[src/lsp_pkg.sv]
// Shared types and constants for the LIFO stack with peek.
`timescale 1ns / 1ps
`default_nettype none

package lsp_pkg;

  // Default geometry of the stack.
  localparam int unsigned DEPTH_DEF = 16;
  localparam int unsigned WIDTH_DEF = 8;

  // Fixed field widths of the beats on the two channels.
  localparam int unsigned ACTION_W = 2;
  localparam int unsigned BYTE_W   = 8;
  localparam int unsigned POS_W    = 5;
  localparam int unsigned STATUS_W = 2;
  localparam int unsigned COUNT_W  = 5;

  // Action codes carried by an input beat.
  typedef enum logic [ACTION_W-1:0] {
    ACT_PUSH = 2'd0,
    ACT_POP  = 2'd1,
    ACT_PEEK = 2'd2,
    ACT_NONE = 2'd3
  } action_t;

  // Status codes carried by a result beat.
  typedef enum logic [STATUS_W-1:0] {
    ST_OK        = 2'd0,
    ST_OVERFLOW  = 2'd1,
    ST_UNDERFLOW = 2'd2,
    ST_BADPOS    = 2'd3
  } status_t;

endpackage

`default_nettype wire

[src/lsp_in_if.sv]
// Input channel of the LIFO stack: one action per beat.
`timescale 1ns / 1ps
`default_nettype none

interface lsp_in_if;
  logic                        valid;
  logic                        ready;
  logic [lsp_pkg::ACTION_W-1:0] action;
  logic [lsp_pkg::BYTE_W-1:0]   push_value;
  logic [lsp_pkg::POS_W-1:0]    position;

  modport source (output valid, output action, output push_value, output position,
                  input ready);
  modport sink (input valid, input action, input push_value, input position,
                output ready);
endinterface

`default_nettype wire

[src/lsp_out_if.sv]
// Result channel of the LIFO stack: one result per beat.
`timescale 1ns / 1ps
`default_nettype none

interface lsp_out_if;
  logic                         valid;
  logic                         ready;
  logic [lsp_pkg::BYTE_W-1:0]   data_out;
  logic [lsp_pkg::STATUS_W-1:0] status;
  logic                         is_empty;
  logic                         is_full;
  logic [lsp_pkg::COUNT_W-1:0]  entry_count;

  modport source (output valid, output data_out, output status, output is_empty,
                  output is_full, output entry_count, input ready);
  modport sink (input valid, input data_out, input status, input is_empty,
                input is_full, input entry_count, output ready);
endinterface

`default_nettype wire

[src/lifo_stack_with_peek.sv]
// Top level of the LIFO stack with peek: entry memory, fill counter and result stages.
// Path: an accepted action is registered in stage A alongside the synchronous memory
//   read, and its result beat then moves on into the output register.
// Throughput: one action per cycle; the single memory port reads or writes one
//   entry per action, and the input stalls only while the output register is held.
// Reset: synchronous, active low; the fill count and all valid flags clear, the
//   entry memory keeps its contents, which are never read before being written.
`timescale 1ns / 1ps
`default_nettype none

module lifo_stack_with_peek #(
  parameter int unsigned DEPTH = lsp_pkg::DEPTH_DEF,
  parameter int unsigned WIDTH = lsp_pkg::WIDTH_DEF
) (
  input  wire       clk,
  input  wire       rst_n,
  lsp_in_if.sink    in_ch,
  lsp_out_if.source out_ch
);

  localparam int unsigned AW = (DEPTH > 1) ? $clog2(DEPTH) : 1;
  localparam int unsigned CW = $clog2(DEPTH + 1);
  localparam int unsigned PW = (CW > lsp_pkg::POS_W) ? CW : lsp_pkg::POS_W;

  // Entry memory with a registered read port.
  logic [WIDTH-1:0] mem [DEPTH];
  logic [WIDTH-1:0] mem_rd_r;

  // Fill count and pipeline registers.
  logic [CW-1:0]            count_r, count_nxt;
  logic                     a_valid_r;
  logic                     a_rd_r;
  lsp_pkg::status_t         a_status_r;
  logic [CW-1:0]            a_count_r;
  logic                     out_valid_r;
  logic [lsp_pkg::BYTE_W-1:0]   out_data_r;
  lsp_pkg::status_t         out_status_r;
  logic [CW-1:0]            out_count_r;

  // Decode of the incoming action.
  lsp_pkg::action_t         act;
  logic                     accept;
  logic                     advance;
  logic                     is_full_now;
  logic                     is_empty_now;
  logic [PW-1:0]            pos_ext;
  logic [PW-1:0]            cnt_ext;
  logic [PW-1:0]            peek_idx;
  logic [CW-1:0]            pop_idx;
  logic                     pos_bad;
  logic                     wr_en;
  logic                     rd_en;
  logic [AW-1:0]            rd_addr;
  lsp_pkg::status_t         status_nxt;

  // Stage A moves on when the output register is free or being emptied.
  assign advance      = a_valid_r && (!out_valid_r || out_ch.ready);
  assign in_ch.ready  = !a_valid_r || !out_valid_r || out_ch.ready;
  assign accept       = in_ch.valid && in_ch.ready;

  assign act          = lsp_pkg::action_t'(in_ch.action);
  assign is_full_now  = (count_r == CW'(DEPTH));
  assign is_empty_now = (count_r == '0);
  assign pos_ext      = PW'(in_ch.position);
  assign cnt_ext      = PW'(count_r);
  assign peek_idx     = cnt_ext - pos_ext;
  assign pop_idx      = count_r - CW'(1);
  assign pos_bad      = (pos_ext == '0) || (pos_ext > cnt_ext);

  // Work out the status, the new count and the memory access of one action.
  always_comb begin
    status_nxt = lsp_pkg::ST_OK;
    count_nxt  = count_r;
    wr_en      = 1'b0;
    rd_en      = 1'b0;
    rd_addr    = pop_idx[AW-1:0];
    case (act)
      lsp_pkg::ACT_PUSH: begin
        if (is_full_now) begin
          status_nxt = lsp_pkg::ST_OVERFLOW;
        end else begin
          wr_en     = accept;
          count_nxt = count_r + CW'(1);
        end
      end
      lsp_pkg::ACT_POP: begin
        if (is_empty_now) begin
          status_nxt = lsp_pkg::ST_UNDERFLOW;
        end else begin
          rd_en     = 1'b1;
          count_nxt = pop_idx;
        end
      end
      lsp_pkg::ACT_PEEK: begin
        if (pos_bad) begin
          status_nxt = lsp_pkg::ST_BADPOS;
        end else begin
          rd_en   = 1'b1;
          rd_addr = peek_idx[AW-1:0];
        end
      end
      default: begin
        status_nxt = lsp_pkg::ST_OK;
      end
    endcase
  end

  // Memory: one write or one read per accepted action; read data holds while stalled.
  always_ff @(posedge clk) begin
    if (wr_en) begin
      mem[count_r[AW-1:0]] <= WIDTH'(in_ch.push_value);
    end
    if (accept && rd_en) begin
      mem_rd_r <= mem[rd_addr];
    end
  end

  // Fill count and pipeline control.
  always_ff @(posedge clk) begin
    if (!rst_n) begin
      count_r     <= '0;
      a_valid_r   <= 1'b0;
      out_valid_r <= 1'b0;
    end else begin
      if (accept) begin
        count_r <= count_nxt;
      end
      if (accept) begin
        a_valid_r <= 1'b1;
      end else if (advance) begin
        a_valid_r <= 1'b0;
      end
      if (advance) begin
        out_valid_r <= 1'b1;
      end else if (out_ch.ready) begin
        out_valid_r <= 1'b0;
      end
    end
  end

  // Payload of stage A and of the output register.
  always_ff @(posedge clk) begin
    if (accept) begin
      a_rd_r     <= rd_en;
      a_status_r <= status_nxt;
      a_count_r  <= count_nxt;
    end
    if (advance) begin
      out_data_r   <= a_rd_r ? lsp_pkg::BYTE_W'(mem_rd_r) : '0;
      out_status_r <= a_status_r;
      out_count_r  <= a_count_r;
    end
  end

  // Result beat.
  assign out_ch.valid       = out_valid_r;
  assign out_ch.data_out    = out_data_r;
  assign out_ch.status      = out_status_r;
  assign out_ch.is_empty    = (out_count_r == '0);
  assign out_ch.is_full     = (out_count_r == CW'(DEPTH));
  assign out_ch.entry_count = lsp_pkg::COUNT_W'(out_count_r);

  // The fill count never passes the depth.
  a_count_range: assert property (@(posedge clk) disable iff (!rst_n)
    count_r <= CW'(DEPTH))
    else $error("fill count above depth");

  // A successful push raises the count by one.
  a_push_count: assert property (@(posedge clk) disable iff (!rst_n)
    accept && (act == lsp_pkg::ACT_PUSH) && !is_full_now |=>
      count_r == $past(count_r) + CW'(1))
    else $error("push did not advance the count");

  // An overflow is only reported on a full stack, an underflow on an empty one.
  a_overflow_full: assert property (@(posedge clk) disable iff (!rst_n)
    out_valid_r && (out_status_r == lsp_pkg::ST_OVERFLOW) |-> out_ch.is_full)
    else $error("overflow on a stack that is not full");

  a_underflow_empty: assert property (@(posedge clk) disable iff (!rst_n)
    out_valid_r && (out_status_r == lsp_pkg::ST_UNDERFLOW) |-> out_ch.is_empty)
    else $error("underflow on a stack that is not empty");

  // A stage A item that cannot advance stays in place.
  a_stage_hold: assert property (@(posedge clk) disable iff (!rst_n)
    a_valid_r && !advance |=> a_valid_r)
    else $error("stage A item lost while stalled");

endmodule

`default_nettype wire

[src/flat_wrapper.sv]
// flat-port wrapper written by rule: the top's interface ports become plain ports
module lifo_stack_with_peek_flat 
#(
  parameter int unsigned DEPTH = lsp_pkg::DEPTH_DEF,
  parameter int unsigned WIDTH = lsp_pkg::WIDTH_DEF
)
  (clk, rst_n, in_ch_valid, in_ch_action, in_ch_push_value, in_ch_position, in_ch_ready, out_ch_valid, out_ch_data_out, out_ch_status, out_ch_is_empty, out_ch_is_full, out_ch_entry_count, out_ch_ready);
  lsp_in_if in_ch_i ();
  lsp_out_if out_ch_i ();
  input  wire clk;
  input  wire rst_n;
  input wire logic [$bits(in_ch_i.valid)-1:0] in_ch_valid;
  input wire logic [$bits(in_ch_i.action)-1:0] in_ch_action;
  input wire logic [$bits(in_ch_i.push_value)-1:0] in_ch_push_value;
  input wire logic [$bits(in_ch_i.position)-1:0] in_ch_position;
  output wire logic [$bits(in_ch_i.ready)-1:0] in_ch_ready;
  output wire logic [$bits(out_ch_i.valid)-1:0] out_ch_valid;
  output wire logic [$bits(out_ch_i.data_out)-1:0] out_ch_data_out;
  output wire logic [$bits(out_ch_i.status)-1:0] out_ch_status;
  output wire logic [$bits(out_ch_i.is_empty)-1:0] out_ch_is_empty;
  output wire logic [$bits(out_ch_i.is_full)-1:0] out_ch_is_full;
  output wire logic [$bits(out_ch_i.entry_count)-1:0] out_ch_entry_count;
  input wire logic [$bits(out_ch_i.ready)-1:0] out_ch_ready;
  assign in_ch_i.valid = in_ch_valid;
  assign in_ch_i.action = in_ch_action;
  assign in_ch_i.push_value = in_ch_push_value;
  assign in_ch_i.position = in_ch_position;
  assign in_ch_ready = in_ch_i.ready;
  assign out_ch_valid = out_ch_i.valid;
  assign out_ch_data_out = out_ch_i.data_out;
  assign out_ch_status = out_ch_i.status;
  assign out_ch_is_empty = out_ch_i.is_empty;
  assign out_ch_is_full = out_ch_i.is_full;
  assign out_ch_entry_count = out_ch_i.entry_count;
  assign out_ch_i.ready = out_ch_ready;
  lifo_stack_with_peek #(.DEPTH(DEPTH), .WIDTH(WIDTH)) u_core (.clk(clk), .rst_n(rst_n), .in_ch(in_ch_i), .out_ch(out_ch_i));
endmodule
[config.mk]
export PLATFORM = sky130hd
export DESIGN_NAME = lifo_stack_with_peek_flat
export DESIGN_NICKNAME = d
export VERILOG_FILES = /design/src/lsp_pkg.sv /design/src/lsp_in_if.sv /design/src/lsp_out_if.sv /design/src/lifo_stack_with_peek.sv /design/src/flat_wrapper.sv
export SDC_FILE = /design/constraint.sdc
export NUM_CORES = 1
export LEC_CHECK = 0
export BUFFER_PORTS_ARGS = -buffer_cell sky130_fd_sc_hd__buf_2
export CORE_MARGIN = 4
export CORE_UTILIZATION = 65
export CTS_BUF_LIST = sky130_fd_sc_hd__clkbuf_8
export DETAILED_ROUTE_END_ITERATION = 12
export GPL_TIMING_DRIVEN = 0
export HOLD_SLACK_MARGIN = 0.15
export PLACE_DENSITY = 0.83
export SETUP_SLACK_MARGIN = 0.5
export SLEW_MARGIN = 20
export SYNTH_ARGS = -nofsm -noshare
export SYNTH_HDL_FRONTEND = slang
export SYNTH_SLANG_ARGS = --single-unit
[constraint.sdc]
create_clock -name clk -period 7.7 [get_ports clk]
set_input_delay 0.385 -clock clk [delete_from_list [all_inputs] [get_ports clk]]
set_output_delay 0.385 -clock clk [all_outputs]
set_load 0.005 [all_outputs]
* Yosys cells after proc, flatten, opt, wreduce, memory -nomap -nowiden
Memories as Yosys holds them, arrays and structs flattened. A register that Yosys moved wholly into a read port is not among the register bits. Cells that the tools add are included.
Word-level totals: register bits after elaboration 30, RAM bits 128, output and inout bits 19, word-level logic and storage cells 53, memories kept 1
Memories:
- u_core.mem | depth 16, width 8, rd ports 1, clocked after Yosys merged registers in 1, wr ports 1, line lifo_stack_with_peek.sv:26 | logic [WIDTH-1:0] mem [DEPTH];
Operators by class: add/sub/neg operators 3, order comparisons 1, equality and inequality tests 4, multiplexer cells 20, reduce and logical (&&, ||, !) cells 15
Operators by type and width (number):
- 5-bit zero test | 3
- 1-bit 2-to-1 mux | 11
- 5-bit == test (second input constant) | 2
- 5-bit 2-to-1 mux | 2
- 5-bit one-hot mux with 2 select lines | 1
- 4-bit 2-to-1 mux | 2
- 2-bit one-hot mux with 3 select lines | 1
- 5-bit by 1-bit adder with 5-bit output (second input constant) | 1
- 5-bit greater-than comparator | 1
- 5-bit by 1-bit subtractor with 5-bit output (second input constant) | 1
- 1-bit logical OR | 4
- 2-bit 2-to-1 mux | 2
- 2-bit nonzero test | 2
- 4-bit subtractor | 1
- 1-bit logical AND | 3
- 2-bit by 1-bit == test with 1-bit output (second input constant) | 1
- 2-bit == test (second input constant) | 1
- 1-bit zero test | 2
- 2-bit zero test | 1
- 1-bit one-hot mux with 2 select lines | 1

* Logic depth before layout (Yosys ltp)
Gate-level depths: netlist of run 1.
depth in word-level cells 8, gate-level depth with buffers 12

* Worst setup path before layout of run 1
OpenSTA, ideal clock, no wires.
kind register to register, start point register u_core.count_r[3] (netlist: u_core.cnt_ext[3]), end point register u_core.mem_rd_r[3] (read register of u_core.mem), data pin, library setup time 0.264 ns, data arrival time 2.979 ns, path slack 4.456 ns, stages on the path, launching flop included 13, clock period less this slack 3.244 ns, path through dfxtp_1 clkbuf_1 clkbuf_1 inv_1 ha_1 nand4_2 or2_4 a211oi_4 mux2i_2 buf_6 mux4_2 nand3_1 nand4_1
On the way: cells in the longest elaborated chain, start to end 5
RTL lines:
- from (decl) | line lifo_stack_with_peek.sv:30 | logic [CW-1:0] count_r, count_nxt;
- from (signal assigned) | line lifo_stack_with_peek.sv:126 | count_r <= count_nxt;
- 5-bit greater-than comparator | line lifo_stack_with_peek.sv:68 | assign pos_bad = (pos_ext == '0) || (pos_ext > cnt_ext);
- 1-bit logical OR | line lifo_stack_with_peek.sv:68
- 1-bit 2-to-1 mux | line lifo_stack_with_peek.sv:95 | if (pos_bad) begin
- 1-bit one-hot mux with 2 select lines | line lifo_stack_with_peek.sv:77 | case (act)
- 1-bit logical AND | line lifo_stack_with_peek.sv:113 | if (accept && rd_en) begin
- to (decl) | line lifo_stack_with_peek.sv:27 | logic [WIDTH-1:0] mem_rd_r;
Parallel ways exist; a longest one is shown, timed or not. A chain may end at the register's enable or synchronous reset.

* Final worst setup path of run 1
start point register u_core.count_r[3] (netlist: u_core.cnt_ext[3]), end point register u_core.mem_rd_r[0] (read register of u_core.mem), data pin
Same word-level chain as after synthesis.

==> impl_metrics.tcl, run 1 <==
set metrics [dict create \
    critPathMostFrequentCell "clkbuf_1" \
    fin_worst_skew_ns 0.00890 \
    wire_per_inst_um 22.4 \
    critical_path.top_delay_family "buffers and inverters" \
    clk_pin_slew_worst_paths_ns 0.09 \
    relSlewSlack_pct 46.8 \
    ir_worst_vdd_mv 0.164 \
    drive_gt1_share_pct 24.9 \
    hold_violations 0 \
    max_freq_mhz 236 \
    required_ns 7.87 \
    antenna_cells 0 \
    path_cells "clkbuf_1 > clkbuf_1 > inv_1 > ha_1 > nand4_2 > or2_4 > a211oi_4 > mux2i_2 > buf_6 > mux4_1 > nand3_1 > nand4_1" \
    rows 37 \
    power.density_nw_per_um2 246 \
    synth_area_um2 7030 \
    holdCritPathClass "primary input to register" \
    worst_pin_slew_ns 0.795 \
    p_leak_nw 2.67 \
    instances_no_fill 617 \
    crit_path_start_kind "register" \
    die_area_um2 12500 \
    die_w_um 112 \
    power_frac_seq_pct 53.2 \
    firstDrtPassIters 5 \
    drc 0 \
    clkLatencyLatePin_ns 0.44 \
    clock_power_share_pct 32.8 \
    max_stage_delay_ns 0.56 \
    finalCriticalPeriod_ns 4.24 \
    rsz0062_at_grt "no" \
    drt-vias-per-instance 6.35 \
    cap_violations 0 \
    initial_utilization_pct 67.5 \
    clock-root-buffer "clkbuf_8" \
    setup_viol 0 \
    cp_max_fo 10 \
    cts_resized 0 \
    grt_max_degree 17 \
    ys_ff_latch 166 \
    place_area_um2 7410 \
    grt_use_total_pct 23.7 \
    core_um2 10400 \
    antenna_found_initial 0 \
    wl_um 13800 \
    grt_pass1_vias 3883 \
    num_io_pins 38 \
    drt_iter0_drc 352 \
    period_share_pct 55.0 \
    status "finished, final reports clean" \
    switchingPower_w 0.000500 \
    grt_first_pass_wirelength_um 22000 \
    cts_max_level 4 \
    crit_type "register to register" \
    power_switching_share_pct 26.0 \
    critPathArrivalTime_ns 4.41 \
    area_growth_pct 11.1 \
    place_hpwl_um 9360 \
    route.vias.total 3915 \
    cts.sinks 166 \
    async_reset_ff_share_pct 0 \
    synth-edff-count 159 \
    yosys_warnings 0 \
    critPathCaptureType "register" \
    power_frac_comb_pct 14.1 \
    numPortBuffers 37 \
    final_nets 505 \
    cts_buffer_depth 2 \
    finalInstanceArea_um2 7810 \
    seq_area_frac_synth_pct 69.9 \
    critPathBufInv 4 \
    synth_cells 412 \
    grt_overflow 0 \
    critPathSlowestCell "mux2i_2" \
    hold_buffers 0 \
    fin_setup_tns_ns 0 \
    ys_types 47 \
    p_int_w 0.00142 \
    postSynthAreaPerCell_um2 17.1 \
    whs_ns 0.186 \
    dp_cells 585 \
    synth_nets 449 \
    post-cts-setup-buffers 0 \
    die_h_um 112 \
    gp_congestion 0.991 \
    synth_top_flop_cell "edfxtp_1" \
    drv_slew 0 \
    cts_tree "yes" \
    numCtsBuffers 17 \
    ant_nets 0 \
]
[cells in the mapped netlist, types with 3 or more instances]
library cell  count  area share, %
o21ai_0           5           0.36
a21oi_1           9           0.64
nor3_1            9           0.64
buf_6             6           0.96
inv_1            13           0.69
edfxtp_1        159             68
a211oi_1          3           0.32
nand3_1          34            2.4
buf_2             3           0.21
clkbuf_1          6           0.32
and2_1           10           0.89
dfxtp_1           7            2.0
mux2i_1           3           0.43
mux4_1            6            2.2
nand4_1           8           0.71
nor2b_1           5           0.44
nor2_1           25            1.3
ha_1             17            3.0
xnor2_1           4           0.50
mux4_2           26            8.3
nand2_1          21            1.1
[area by class of cell]
type                            count  area (um^2)
Buffer                             15          105
Clock buffer                       17          234
Clock inverter                     15          166
Fill cell                         593         2610
Inverter                           15         56.3
Multi-Input combinational cell    216         1980
Sequential cell                   166         4910
Tap cell                          136          170
Timing Repair Buffer               37          185
[power groups by stage]
stage | Clock (W) | Sequential [W] | Combinational (W)
finish | 0.000629 | 0.00102 | 0.000270
global route | 0.000680 | 0.00102 | 0.000293
CTS | 0.000631 | 0.00102 | 0.000266
detailed placement | 0 | 0.00104 | 0.000263
global placement | 0 | 0.00104 | 0.000254
floorplan | 0 | 0.00104 | 0.000185
[cell families after synthesis]
kind of cell    synth area share [%]
xor+xnor                       0.623
simple gates                    8.52
fa+ha+maj                       3.31
flops                           69.9
compound gates                  3.84
mux                             11.5
buf+inv                         2.30
[state kept, by name (all words and copies together), names as in the netlist, 2 cells and up]
name / count
u_core.out_ch.status: 2
u_core.mem_rd_r: 8
u_core.mem: 128
u_core.a_count_r: 5
u_core.cnt_ext: 5
u_core.a_status_r: 2
u_core.out_ch.data_out: 8
u_core.out_ch.entry_count: 5
[final timing paths]
path	startpoint	endpoint	cells after the start	slack (ns)
min	in_ch_valid	u_core.a_valid_r	3	0.19
max reg2reg	u_core.cnt_ext[3]	u_core.mem_rd_r[0]	12	3.46
min reg2reg	u_core.a_count_r[1]	u_core.out_ch.entry_count[1]	0	0.43
max	u_core.cnt_ext[3]	u_core.mem_rd_r[0]	12	3.46
[cells in the final DEF (no fill, tap or decap), types with 3 or more instances in the layout]
master    Yosys  final
buf_2         3     40
clkbuf_1      6      6
inv_1        13     14
inv_6         0      5
a21oi_1       9      9
nand4_1       8      8
nor2b_1       5      4
edfxtp_1    159    159
mux2i_1       3      3
xnor2_1       4      4
a211oi_1      3      3
nand2_1      21     21
mux4_2       26     26
dfxtp_1       7      7
clkbuf_8      0     17
and2_1       10     10
nand3_1      34     34
nor3_2        0      4
ha_1         17     17
mux4_1        6      6
nor2_1       25     25
nor3_1        9      5
buf_6         6      6
inv_8         0      3
o21ai_0       5      5
[worst min-delay path, stage by stage]
cell and delay, ns:
buf_2 0.09, a21oi_1 0.04, nor2b_1 0.09
[metal layers]
| layer | routed length [um] | vias to the layer above | GRT usage, % |
|---|---|---|---|
| li1 | - | 1735 | - |
| met1 | 5320 | 1936 | 31.3 |
| met2 | 7130 | 208 | 40.0 |
| met3 | 1050 | 36 | 5.23 |
| met4 | 334 | 0 | 7.37 |
| met5 | 0 | - | 0 |
[metrics by stage]
stage,setup WS [ns],total power (W),util [%]
global route,3.19,0.00200,75.0
floorplan,4.46,0.00122,-
detailed placement,3.56,0.00130,71.1
finish,3.46,0.00192,75.0
CTS,3.50,0.00192,75.0
global placement,3.72,0.00129,70.9
Note: power is estimated with default switching activity, not from simulation.
==> inputs of run 2 (changes only) <==
--- a/config.mk
+++ b/config.mk
@@ -7,12 +7,12 @@
 export LEC_CHECK = 0
 export BUFFER_PORTS_ARGS = -buffer_cell sky130_fd_sc_hd__buf_2
 export CORE_MARGIN = 4
-export CORE_UTILIZATION = 65
+export CORE_UTILIZATION = 57
 export CTS_BUF_LIST = sky130_fd_sc_hd__clkbuf_8
 export DETAILED_ROUTE_END_ITERATION = 12
 export GPL_TIMING_DRIVEN = 0
 export HOLD_SLACK_MARGIN = 0.15
-export PLACE_DENSITY = 0.83
+export PLACE_DENSITY = 0.77
 export SETUP_SLACK_MARGIN = 0.5
 export SLEW_MARGIN = 20
 export SYNTH_ARGS = -nofsm -noshare
==> constraint.sdc (replaced) <==
create_clock -name clk -period 3.5 [get_ports clk]
set_input_delay 0.175 -clock clk [delete_from_list [all_inputs] [get_ports clk]]
set_output_delay 0.175 -clock clk [all_outputs]
set_load 0.005 [all_outputs]
==> run 2 against run 1 <==
Net effect: sequential cell count unchanged; design area up 8.5%; hold slack better by 0.0033 ns; final cell count up 11%; global-route usage down 2.9 points; register-to-register slack worse by 3.0 ns; largest cell class unchanged.
==> impl_metrics.tcl, run 2 (same netlist as run 1, synthesis figures left out) <==
set metrics [dict create \
    place_hpwl_um 9130 \
    crit_path_start_kind "register" \
    cp_max_fo 8 \
    num-fill-cells 717 \
    finalCriticalPeriod_ns 2.99 \
    cts_buffer_depth 2 \
    drive_gt1_share_pct 35.3 \
    drv_slew 0 \
    clk_pin_slew_worst_paths_ns 0.08 \
    power.density_nw_per_um2 499 \
    largest_reg_flops 128 \
    ir_worst_vdd_mv 0.376 \
    clkLatencyLatePin_ns 0.45 \
    numPortBuffers 37 \
    cts_max_level 4 \
    setup_viol 0 \
    area_growth_pct 20.5 \
    drt_iter0_drc 481 \
    initial_utilization_pct 58.3 \
    cts_tree "yes" \
    power_w 0.00423 \
    route.vias.total 4098 \
    critical_path.top_delay_family "multiplexers" \
    antenna_cells 0 \
    p_leak_nw 2.86 \
    grt_first_pass_wirelength_um 21700 \
    mostFrequentLayoutCells "159 x edfxtp_1, 40 x buf_2, 31 x mux4_2" \
    register_area_um2 4920 \
    wl_um 14800 \
    status "finished, final reports clean" \
    critPathArrivalTime_ns 3.17 \
    fin_worst_skew_ns 0.0149 \
    max_stage_delay_ns 0.34 \
    grt_use_total_pct 20.8 \
    firstDrtPassIters 5 \
    core_um2 12100 \
    ant_nets 0 \
    relSlewSlack_pct 47.1 \
    die_area_um2 14200 \
    multiInputGateArea_um2 2150 \
    crit_type "register to register" \
    critPathMostFrequentCell "buf_8" \
    grt_overflow 0 \
    numCtsBuffers 17 \
    path_cells "buf_8 > buf_8 > inv_4 > ha_4 > nand4_4 > or2_4 > a211oi_4 > mux2i_4 > buf_12 > buf_6 > mux4_2 > nand3_1 > nand4_1" \
    critPathSlowestCell "dfxtp_2" \
    wire_per_inst_um 21.7 \
    hold_violations 0 \
    period_share_pct 85.4 \
    max_freq_mhz 334 \
    final_nets 539 \
    gp_congestion 0.950 \
    clock-root-buffer "clkbuf_8" \
    required_ns 3.68 \
    grt_pass1_vias 3950 \
    die_w_um 119 \
    rsz0062_at_grt "yes" \
    grt_max_degree 17 \
    final_common_cell "edfxtp_1" \
    holdCritPathClass "primary input to register" \
    critPathCaptureType "register" \
    die_h_um 119 \
    drt-vias-per-instance 6.00 \
    critPathBufInv 5 \
    cap_violations 0 \
    fin_ws_ns 0.510 \
    worst_pin_slew_ns 0.792 \
    rows 40 \
    num_io_pins 38 \
    dp_slack_ns -0.0463 \
    antenna_found_initial 0 \
    cts.sinks 166 \
    fin_setup_tns_ns 0 \
    drc 0 \
]
[run 2: worst paths after layout]
path / start / endpoint / slack, ns / cells past startpoint
setup / recovery: u_core.cnt_ext[3] / u_core.mem_rd_r[4] / 0.51 / 13
hold / removal: in_ch_action[1] / u_core.a_status_r[0] / 0.19 / 3
setup reg to reg: u_core.cnt_ext[3] / u_core.mem_rd_r[4] / 0.51 / 13
hold reg to reg: u_core.a_count_r[4] / u_core.out_ch.entry_count[4] / 0.42 / 0
[run 2: timing repair]
item / CTS / global route
buffers inserted: 7 / 9
setup endpoints to repair: 136 / 128
hold buffers: 13 / 0
resized for setup: 45 / 32
endpoints found under the hold margin: 135 / 0
pin swaps: 5 / 12
cloned: 3 / 2
[run 2: worst min-delay path, delay by kind of cell]
kind,cells,cell delay (ns)
adder cells (fa/ha/maj),1,0.16
buffers and inverters,1,0.10
AO/OA/AOI/OAI,1,0.04
[run 2: power by group]
group,leakage (nW),total [W],internal [W],switching (W)
clock,0.179,0.00121,0.000550,0.000658
sequential,1.51,0.00225,0.00223,0.0000185
combinational,1.17,0.000778,0.000361,0.000417
[run 2: metal layers]
metal  wire [um]  part of all wire, %  GRT usage, %
met2        7230                   49          33.5
met3        1120                  7.6          5.56
met4         494                  3.3          8.18
met5           0                    0             0
met1        5980                   40          27.2
[run 2: layout make-up]
class / count / area share (%)
tap: 168 / 2.48
buffer: 15 / 2.07
sequential: 166 / 58.1
clock buffer: 17 / 2.76
inverter: 15 / 0.709
timing repair buffer: 71 / 7.25
clock inverter: 15 / 1.33
multi-input combinational: 216 / 25.3
[run 2: metrics by stage]
| stage | hold WS [ns] | std cells | instance area (um^2) | util (%) |
|---|---|---|---|---|
| final | 0.189 | 683 | 8470 | 70.2 |
| after global routing | 0.167 | 683 | 8470 | 70.2 |
| after CTS | 0.166 | 672 | 8200 | 68.0 |
| after detailed placement | 0.406 | 617 | 7460 | 61.9 |
| after global placement | 0.402 | 617 | 7440 | 61.7 |
| after floorplan | 0.274 | 412 | 7050 | - |
